### config.mk
export PLATFORM = sky130hd
export DESIGN_NAME = rmvst_sqrt
export DESIGN_NICKNAME = d
export VERILOG_FILES = /design/src/rtl/rmvst_pkg.sv /design/src/rtl/rmvst_sqrt.sv
export SDC_FILE = /design/constraint.sdc
export NUM_CORES = 1
export LEC_CHECK = 0
export ABC_AREA = 0
export BUFFER_PORTS_ARGS = -buffer_cell sky130_fd_sc_hd__buf_2
export CAP_MARGIN = 25
export CELL_PAD_IN_SITES_DETAIL_PLACEMENT = 1
export CELL_PAD_IN_SITES_GLOBAL_PLACEMENT = 2
export CORE_UTILIZATION = 38
export DETAILED_ROUTE_END_ITERATION = 8
export GPL_ROUTABILITY_DRIVEN = 0
export PLACE_DENSITY_LB_ADDON = 0.1
export SLEW_MARGIN = 20
export SYNTH_ARGS = -nofsm -noshare
export SYNTH_HDL_FRONTEND = slang
export SYNTH_SLANG_ARGS = --single-unit
### constraint.sdc
create_clock -name clk_i -period 3.6 [get_ports clk_i]
set_input_delay 0.72 -clock clk_i [delete_from_list [all_inputs] [get_ports clk_i]]
set_output_delay 0.72 -clock clk_i [all_outputs]
set_load 0.01 [all_outputs]
### src/rtl/rmvst_pkg.sv
// Package with widths and constants of the running mean and variance stop test.
`default_nettype none
package rmvst_pkg;
  localparam int unsigned SampleW  = 48;
  localparam int unsigned CountW   = 32;
  localparam int unsigned StdW     = 40;
  localparam int unsigned TolW     = 16;
  localparam int unsigned AccW     = 64;
  localparam int unsigned DivisorW = 33;
  localparam int unsigned RootW    = 32;
  localparam int unsigned OutDataW = 120;
  localparam logic [0:0]  RegErrorTolerance = 1'b0;
  localparam logic [0:0]  RegMinSamples     = 1'b1;
  localparam logic [TolW-1:0]   TolReset = 16'd655;
  localparam logic [CountW-1:0] MinReset = 32'd1;
endpackage
`default_nettype wire

### src/rtl/rmvst_sqrt.sv
// Digit-serial integer square root: two radicand bits a cycle.
`default_nettype none
module rmvst_sqrt (
  input  wire logic                        clk_i,
  input  wire logic                        rst_ni,
  input  wire logic                        start_i,
  input  wire logic [rmvst_pkg::AccW-1:0]  radicand_i,
  output logic                             done_o,
  output logic [rmvst_pkg::RootW-1:0]      root_o
);
  import rmvst_pkg::*;

  logic             active_q;
  logic [4:0]       cnt_q;
  logic [AccW-1:0]  rad_q;
  logic [RootW-1:0] root_q;
  logic [RootW+2:0] rem_q;
  logic [RootW+2:0] rem_sh;
  logic [RootW+2:0] trial;
  logic             fits;

  assign rem_sh = {rem_q[RootW:0], rad_q[AccW-1:AccW-2]};
  assign trial  = {1'b0, root_q, 2'b01};
  assign fits   = rem_sh >= trial;
  assign root_o = root_q;

  always_ff @(posedge clk_i or negedge rst_ni) begin
    if (!rst_ni) begin
      active_q <= 1'b0;
      done_o   <= 1'b0;
      cnt_q    <= '0;
    end else begin
      done_o <= 1'b0;
      if (start_i) begin
        active_q <= 1'b1;
        cnt_q    <= '0;
      end else if (active_q) begin
        cnt_q <= cnt_q + 5'd1;
        if (cnt_q == 5'd31) begin
          active_q <= 1'b0;
          done_o   <= 1'b1;
        end
      end
    end
  end

  always_ff @(posedge clk_i) begin
    if (start_i) begin
      rad_q  <= radicand_i;
      root_q <= '0;
      rem_q  <= '0;
    end else if (active_q) begin
      rad_q  <= {rad_q[AccW-3:0], 2'b00};
      root_q <= {root_q[RootW-2:0], fits};
      rem_q  <= fits ? rem_sh - trial : rem_sh;
    end
  end
endmodule
`default_nettype wire

==> run_results.csv, run 1 <==
group,metric,value,unit
critical_path,crit_fanout,9,
timing,tns,0,ns
clock_network,cts.sinks,136,
logic_synthesis,syn_area,7480,um2
layout,drive_gt1_share,26.5,%
min_path,hold_path.class,"in2async",
timing,setup_viol,0,
timing,slew_headroom,48.0,%
power_and_ir_drop,p_leak,3.89,nW
route,num_vias,5554,
clock_network,h-tree-depth,4,
grt,overflow,0,
timing,fmax,316,MHz
clock_network,cts_tree,"built",
die,start_util,39.3,%
power_and_ir_drop,power.density,795,nW/um2
critical_path,r2r-start,"root_o[21]",
layout,antenna_cells,0,
layout,final_area,8750,um2
grt,antenna_found_initial,0,
timing,grt_setup_unrepaired,"false",
status,status,"completed",
critical_path,cp_common_cell,"a31oi_2",
route,ant_nets,0,
route,wl_met1,8460,um
timing,period_share,87.9,%
route,dr_wl_met2,8320,um
die,num_rows,50,
clock_network,numCtsBuffers,17,
critical_path,slowest_stage,"a31oi_2",
critical_path,worst_ep_required_time,3.91,ns
critical_path,crit_buf_inv,2,
critical_path,path_class,"reg2reg",
critical_path,r2r_cells,11,
critical_path,cp-start-kind,"flip-flop",
route,wl_met3,846,um
layout,final_nets,905,
grt,grt_max_degree,63,
logic_synthesis,ys_seq_area_share,45.4,%
run,maxCapViolCount,0,
timing,hold_viol,0,
layout,syn_to_final_growth,16.9,%
logic_synthesis,ys_warn_count,0,
clock_network,post_cts_buffers,0,
critical_path,cp_top_family,"compound AO/OA/AOI/OAI gates",
critical_path,cp_data_arrival_time,3.48,ns
route,drc,0,
critical_path,crit_chain,"inv_1, ha_1, a21oi_1, o211ai_1, a31o_1, a31oi_2, nand2_2, a31oi_2, buf_4, a211oi_1, a211o_1",
route,vias_per_cell,5.17,
route,first_pass_iters,4,
timing,skew,0.0114,ns
route,detail_route.wl_per_cell,16.6,um
logic_synthesis,synth_area_per_cell,10.6,um2
logic_synthesis,ys_ff_latch,136,
grt,grt_pass1_wl,29600,um
timing,final-max-slew-violation-count,0,
route,finalWirelength,17800,um
critical_path,cp_slowest_stage_delay,0.54,ns
logic_synthesis,synth_ff_type,"dfxtp_1",
die,die_h,142,um
critical_path,cp-startpoint,"root_o[21]",
route,highest_layer,"met4",
place,place_hpwl,12700,um
place,io_buffer_count,99,
route,drt_iter0_drc,144,
power_and_ir_drop,vdd_drop_max,0.000346,V
logic_synthesis,synth_edf_count,64,
die,die_area,20300,um2
logic_synthesis,synthArstFlopShare,5.15,%
logic_synthesis,yosysUniqueCellTypes,59,
critical_path,critical_path_cell_count,11,
timing,final.min_clock_period,3.16,ns
die,core-area,19000,um2
critical_path,crit_path_end_kind,"flip-flop",
clock_network,path_clk_slew,0.07,ns
grt,grt_usage,18.6,%
die,pin_count,100,
timing,worstMarginPinSlew,0.779,ns
logic_synthesis,syn_nets,812,
place,place_area,8210,um2
clock_network,cts_hold_buf,0,
logic_synthesis,synthesis.instances,709,
clock_network,cts_resized,0,
clock_network,clk_latency,0.42,ns
grt,grt_pass1_vias,5892,
die,die_x,142,um
clock_network,cts_buffer_depth,2,
clock_network,root_buffer,"clkbuf_16",
==> cells by family (layout without fill, tap and decap cells) <==
kind of cell	count (synthesis)	count (layout)	share of synthesized area, %
xor+xnor	28	28	3.28
buf+inv	82	187	4.85
mux	119	119	17.0
simple gates	162	162	10.3
fa+ha+maj	36	36	6.02
compound gates	146	146	13.2
flops	136	136	45.4
==> through the flow <==
step / std cells / setup WS (ns) / power [mW] / hold slack [ns] / utilization (%)
global placement: 1043 / 0.462 / 5.26 / 0.455 / 43.2
CTS: 1074 / 0.412 / 7.03 / 0.116 / 46.0
finish: 1074 / 0.436 / 6.96 / 0.123 / 46.0
global route: 1074 / 0.227 / 7.43 / 0.126 / 46.0
floorplan: 709 / 0.786 / 4.61 / 0.424 / -
detailed placement: 1043 / 0.439 / 5.31 / 0.498 / 43.2
==> sequential cells by signal, indices dropped and copies added (netlist names) <==
signal    cells
active_q      1
root_o       32
cnt_q         5
done_o        1
rad_q        64
rem_q        33
==> cell usage after synthesis, types with 3 or more instances <==
cell	number	area [um2]
nand3_1	9	45.0
edfxtp_1	64	1920
xnor2_1	21	184
ha_1	36	450
clkbuf_1	23	86.3
o221ai_1	3	26.3
a21oi_1	37	185
o21a_1	8	60.1
buf_1	4	15.0
a21o_1	14	105
o22ai_1	4	25.0
mux2_2	62	698
a211oi_1	24	180
dfrtp_1	7	175
o211ai_1	5	37.5
o21bai_1	4	30.0
xor2_1	7	61.3
o31ai_1	4	30.0
nor2_1	90	338
nand2_1	17	63.8
a21boi_0	3	22.5
o21ai_0	14	70.1
nand4_1	6	37.5
and2_1	4	25.0
a31oi_1	5	31.3
a311oi_1	5	43.8
dfxtp_1	65	1300
nand2b_1	9	56.3
inv_1	47	176
and3_1	4	25.0
nor2b_1	7	43.8
mux2i_1	57	571
==> path summary, 6_finish.rpt <==
check / endpoint / slack, ns
max: rem_q[29] / 0.44
min: cnt_q[4] / 0.12
max reg2reg: rem_q[29] / 0.44
min reg2reg: rem_q[6] / 0.50
max in group asynchronous: active_q / 3.30
min in group clk_i: rem_q[6] / 0.50
==> area by class of cell <==
cell class / count / area, um2
repair buffers: 109 / 586
flip-flops and latches: 136 / 3400
inverters: 47 / 176
fillers: 2171 / 10300
well taps: 260 / 325
clock buffers: 17 / 425
clock inverters: 14 / 114
multi-input cells: 491 / 3720
==> power by group <==
group	switching, mW	total (mW)	internal (mW)
Sequential	0.141	2.00	1.86
Clock	0.775	1.67	0.894
Combinational	1.80	3.29	1.49
==> metal layers <==
| layer | global-route usage, % | vias to the layer above |
|---|---|---|
| met2 | 30.5 | 94 |
| met4 | 6.17 | 0 |
| met1 | 23.6 | 2694 |
| li1 | - | 2751 |
| met3 | 4.88 | 15 |
| met5 | 0 | - |
==> layout by cell type, fill, tap and decap left out, drive strengths merged, types with 5 or more instances in the layout <==
master	Yosys	layout
a211oi	24	24
a21o	14	14
a21oi	37	37
a311oi	5	5
a31oi	7	7
buf	10	109
clkbuf	25	17
clkinvlp	0	5
dfrtp	7	7
dfxtp	65	65
edfxtp	64	64
ha	36	36
inv	47	55
mux2	62	62
mux2i	57	57
nand2	19	19
nand2b	9	9
nand3	9	9
nand4	7	7
nor2	91	91
nor2b	7	7
o211ai	5	5
o21a	8	8
o21ai	17	17
xnor2	21	21
xor2	7	7
Power figures use the tool's default switching activity.
==> run 2, diff against run 1 <==
--- a/config.mk
+++ b/config.mk
@@ -10,7 +10,7 @@
 export CAP_MARGIN = 25
 export CELL_PAD_IN_SITES_DETAIL_PLACEMENT = 1
 export CELL_PAD_IN_SITES_GLOBAL_PLACEMENT = 2
-export CORE_UTILIZATION = 38
+export CORE_UTILIZATION = 34
 export DETAILED_ROUTE_END_ITERATION = 8
 export GPL_ROUTABILITY_DRIVEN = 0
 export PLACE_DENSITY_LB_ADDON = 0.1
==> constraint.sdc (replaced) <==
create_clock -name clk_i -period 2.9 [get_ports clk_i]
set_input_delay 0.58 -clock clk_i [delete_from_list [all_inputs] [get_ports clk_i]]
set_output_delay 0.58 -clock clk_i [all_outputs]
set_load 0.01 [all_outputs]
==> run 2 against run 1 <==
Effect of this change:
- clock skew shrank 0.0032 ns
- sequential power grew 25%
- hold slack gained 0.31 ns
- first-iteration DRC count grew 17%
==> run_results.csv, run 2 (synthesized netlist as in run 1, its figures left out) <==
group,metric,value,unit
critical_path,path_class,"reg2reg",
clock_network,cts_tree,"built",
critical_path,crit_path_end_kind,"flip-flop",
timing,grt_setup_unrepaired,"false",
route,num_vias,5662,
timing,final-max-slew-violation-count,0,
die,pin_count,100,
place,io_buffer_count,99,
grt,antenna_found_initial,0,
layout,final_area,9130,um2
critical_path,cp_data_arrival_time,3.06,ns
die,core-area,21300,um2
layout,drive_gt1_share,30.2,%
power_and_ir_drop,vdd_drop_max,0.000524,V
die,num_rows,53,
route,drt_iter0_drc,169,
timing,skew,0.00820,ns
power_and_ir_drop,p_total,9.21,mW
timing,final.min_clock_period,2.73,ns
status,status,"completed",
clock_network,h-tree-depth,4,
route,detail_route.wl_per_cell,16.7,um
grt,grt_pass1_wl,30200,um
clock_network,path_clk_slew,0.07,ns
grt,overflow,0,
timing,slew_headroom,65.5,%
critical_path,cp-start-kind,"flip-flop",
layout,final_common_cell,"buf_2",
place,place_hpwl,13100,um
critical_path,r2r_end,"rem_q[12]",
timing,tns,0,ns
critical_path,r2r_cells,12,
clock_network,cts_buffer_depth,2,
clock_network,clk_latency,0.43,ns
clock_network,numCtsBuffers,17,
grt,grt_usage,17.2,%
power_and_ir_drop,p_leak,4.07,nW
timing,worstMarginPinSlew,0.517,ns
layout,largest_register_ff_count,64,
layout,syn_to_final_growth,22.1,%
critical_path,r2r-start,"root_o[14]",
clock_network,cts.sinks,136,
timing,period_share,94.2,%
die,die_area,22600,um2
critical_path,worst_ep_required_time,3.23,ns
min_path,hold_path.class,"in2reg",
route,finalWirelength,18700,um
grt,grt_max_degree,93,
layout,antenna_cells,0,
route,drc,0,
run,maxCapViolCount,0,
layout,final_cell_mix,"buf_2 (98), nor2_1 (89), edfxtp_1 (64), dfxtp_1 (64), mux2_2 (62)",
min_path,holdPathStages,2,
timing,hold_viol,0,
layout,regMostFlops,"rad_q",
die,die_x,150,um
route,vias_per_cell,5.07,
route,first_pass_iters,4,
grt,grt_pass1_vias,5940,
power_and_ir_drop,power.density,1010,nW/um2
min_path,hold_path_end,"rad_q[0]",
die,start_util,35.1,%
die,die_h,150,um
critical_path,crit_fanout,12,
route,ant_nets,0,
timing,setup_viol,0,
layout,final_nets,932,
min_path,hp-start,"radicand_i[0]",
place,place_area,8430,um2
timing,fmax,366,MHz
clock_network,root_buffer,"clkbuf_16",
critical_path,rrSetupSlack,0.17,ns
[run 2: cell count changes in the layout (fill, tap and decap cells not counted), moves of 2 or more]
cell,delta
a21oi_2,+2
ha_1,-4
ha_4,+2
clkinvlp_4,-2
ha_2,+2
buf_6,+2
clkinv_4,+3
a21oi_1,-2
buf_12,+3
inv_6,-3
inv_8,+3
buf_4,+20
[run 2: worst max-delay path, stage by stage (launching register included)]
cell	delay (ns)
dfxtp_1	0.37
inv_1	0.07
ha_1	0.39
a21o_1	0.21
a21o_1	0.17
a21oi_1	0.15
nor2_1	0.08
a31oi_2	0.23
nand2_2	0.09
a31o_4	0.29
buf_12	0.16
mux2i_1	0.14
a211oi_1	0.27
[run 2: report_power, final]
| part | switching [mW] | leakage (nW) | total, mW | internal, mW |
|---|---|---|---|---|
| combinational | 2.40 | 2.50 | 4.63 | 2.23 |
| clock | 0.960 | 0.266 | 2.09 | 1.13 |
| sequential | 0.185 | 1.30 | 2.49 | 2.31 |
[run 2: cell type report]
type / instances / area (um2)
Clock inverter: 15 / 133
Timing Repair Buffer: 136 / 853
Inverter: 47 / 176
Multi-Input combinational cell: 491 / 3800
Sequential cell: 136 / 3400
Clock buffer: 17 / 425
Fill cell: 2390 / 12200
Tap cell: 275 / 344
[run 2: how the worst max path moves through the flow]
stage               cells past startpoint        end  startpoint
global placement                       11   rem_q[9]  root_o[17]
CTS                                    12  rem_q[10]  root_o[21]
global route                           12  rem_q[18]  root_o[26]
floorplan                               3   rad_q[0]     start_i
finish                                 12  rem_q[12]  root_o[14]
detailed placement                     12  rem_q[13]  root_o[21]
[run 2: routing by layer]
metal	up-vias	track usage, %	routed length [um]
li1	2802	-	-
met1	2769	21.7	8650
met2	78	29.4	9300
met3	13	3.76	588
met4	0	4.44	163
met5	-	0	0
[run 2: repair_timing]
item | in CTS | in global routing
endpoints found under the hold margin | 7 | 0
resized for setup | 0 | 16
setup buffers | 0 | 3
endpoints found under the setup margin | 0 | 31
hold buffers | 1 | 0
[run 2: through the flow]
step | worst slack [ns] | util (%) | hold WS, ns | instances
after detailed placement | 0.0865 | 39.6 | 0.425 | 1080
final | 0.170 | 42.9 | 0.431 | 1117
after global routing | 0.00764 | 42.9 | 0.414 | 1117
after CTS | 0.0248 | 42.3 | 0.414 | 1113
after floorplan | 0.226 | - | 0.284 | 709
after global placement | 0.136 | 39.6 | 0.417 | 1080
==> run 3, diff against run 2 <==
--- a/config.mk
+++ b/config.mk
@@ -10,7 +10,7 @@
 export CAP_MARGIN = 25
 export CELL_PAD_IN_SITES_DETAIL_PLACEMENT = 1
 export CELL_PAD_IN_SITES_GLOBAL_PLACEMENT = 2
-export CORE_UTILIZATION = 34
+export CORE_UTILIZATION = 40
 export DETAILED_ROUTE_END_ITERATION = 8
 export GPL_ROUTABILITY_DRIVEN = 0
 export PLACE_DENSITY_LB_ADDON = 0.1
==> constraint.sdc (replaced) <==
create_clock -name clk_i -period 3.5 [get_ports clk_i]
set_input_delay 0.7 -clock clk_i [delete_from_list [all_inputs] [get_ports clk_i]]
set_output_delay 0.7 -clock clk_i [all_outputs]
set_load 0.01 [all_outputs]
==> run 3 against run 2 <==
Effect of this change:
- the flow now finishes with violations (design-rule violations)
- register-to-register slack improved by 0.40 ns
- die area fell by 15%
- clock skew rose by 0.0011 ns
- non-clock buffer count fell by 26
- sequential cell count did not move
- cell area fell by 4.1%
- clock-buffer cell count rose by 2
- clock power fell by 15%
- wire length fell by 4.5%
- utilization rose by 5.4 points
- sequential power fell by 17%
- total power fell by 22%
- critical path type unchanged
- critical endpoint is now rem_q[23]
- largest power group unchanged
==> run_results.csv, run 3 (synthesized netlist as in run 1, its figures left out) <==
group,metric,value,unit
route,drt_iter0_drc,226,
power_and_ir_drop,pwr-share-seq,28.7,%
grt,grt_pass1_vias,5867,
critical_path,worst_ep_required_time,3.78,ns
grt,grt_usage,19.4,%
route,highest_layer,"met4",
layout,final_area,8760,um2
min_path,hold_path.class,"in2async",
route,dr_wl_met2,8990,um
clock_network,numCtsBuffers,17,
die,num_rows,49,
layout,final_common_cell,"buf_2",
die,pin_count,100,
layout,antenna_cells,0,
clock_network,cts_buffer_depth,2,
layout,drive_gt1_share,26.5,%
power_and_ir_drop,vdd_drop_max,0.000471,V
die,die_h,139,um
timing,tns,0,ns
power_and_ir_drop,p_switching,2.71,mW
timing,final-max-slew-violation-count,0,
layout,final_cell_mix,"buf_2 (98), nor2_1 (90), dfxtp_1 (65), edfxtp_1 (64), mux2_2 (62)",
grt,grt_max_degree,65,
clock_network,post_cts_buffers,0,
route,ant_nets,0,
timing,grt_setup_unrepaired,"false",
timing,period_share,83.7,%
place,io_buffer_count,99,
layout,largest_register_ff_count,64,
critical_path,rrSetupSlack,0.57,ns
critical_path,path_class,"reg2reg",
grt,antenna_found_initial,0,
critical_path,crit_fanout,13,
layout,final_nets,906,
run,maxCapViolCount,0,
power_and_ir_drop,combPwrFrac,46.6,%
timing,fmax,342,MHz
route,wl_met3,432,um
clock_network,cts_resized,0,
power_and_ir_drop,p_leak,3.92,nW
clock_network,root_buffer,"clkbuf_16",
route,first_pass_iters,6,
timing,setup_viol,0,
grt,grt_pass1_wl,29900,um
clock_network,clk_latency,0.42,ns
grt,overflow,0,
layout,syn_to_final_growth,17.0,%
timing,hold_viol,0,
die,start_util,41.2,%
place,dp.cells,1013,
power_and_ir_drop,p_sw_share,37.7,%
power_and_ir_drop,p_clk_share,24.7,%
status,violations,"design-rule violations",
layout,stdcell_count,1045,
critical_path,crit_path_end_kind,"flip-flop",
route,finalWirelength,17900,um
place,place_hpwl,12600,um
layout,regMostFlops,"rad_q",
die,die_x,139,um
clock_network,cts_tree,"built",
clock_network,cts_hold_buf,0,
power_and_ir_drop,power.density,822,nW/um2
place,place_area,8180,um2
die,core-area,18100,um2
timing,worstMarginPinSlew,0.655,ns
route,num_vias,5526,
layout,final_core_util,48.2,%
clock_network,path_clk_slew,0.06,ns
status,status,"finished with violations",
critical_path,cp_data_arrival_time,3.20,ns
route,wl_met1,8240,um
clock_network,h-tree-depth,4,
timing,skew,0.00928,ns
timing,slew_headroom,56.4,%
route,vias_per_cell,5.29,
clock_network,cts.sinks,136,
route,drc,5,
timing,final.min_clock_period,2.93,ns
power_and_ir_drop,internal-power,4.49,mW
route,detail_route.wl_per_cell,17.1,um
critical_path,cp-start-kind,"flip-flop",
die,die_area,19300,um2
[run 3: final timing paths]
kind	depth (start not counted)	end	start
worst max-delay path	12	rem_q[23]	root_o[18]
worst min-delay path	1	done_o	rst_ni
worst max register to register	12	rem_q[23]	root_o[18]
worst min register to register	2	rem_q[32]	rem_q[32]
max in group asynchronous	1	active_q	rst_ni
min in group clk_i	2	rem_q[32]	rem_q[32]
[run 3: area by class of cell]
cell class	instances	area (um2)
flip-flops and latches	136	3400
inverters	47	176
clock inverters	13	145
well taps	229	287
fillers	2016	9390
repair buffers	110	593
multi-input cells	491	3720
clock buffers	19	433
[run 3: power groups by stage]
stage	combinational (mW)	clock [mW]	sequential [mW]
global placement	3.28	0	2.09
CTS	3.38	1.83	2.07
floorplan	2.70	0	2.04
detailed placement	3.34	0	2.10
global route	3.73	1.89	2.10
finish	3.36	1.78	2.06
[run 3: layer usage]
metal  up-vias  track usage, %
met1      2691            24.2
li1       2756               -
met5         -               0
met2        64            34.4
met4         0            5.79
met3        15            3.31
[run 3: stage by stage]
stage	setup WS (ns)	hold WS, ns	power [mW]
6_report	0.572	0.103	7.20
5_1_grt	0.279	0.104	7.72
4_1_cts	0.528	0.0905	7.28
3_5_place_dp	0.572	0.481	5.43
3_3_place_gp	0.624	0.463	5.37
2_1_floorplan	0.706	0.404	4.74
[run 3: worst max-delay path, stage by stage, from the launching register on]
cell and delay [ns]:
dfxtp_1 0.37, inv_1 0.06, ha_1 0.40, a21o_1 0.20
a21oi_1 0.24, o211ai_1 0.12, a31o_1 0.26, a31oi_2 0.18
nand2_2 0.11, a31o_1 0.25, buf_4 0.21, nand2_1 0.24
o221ai_1 0.13
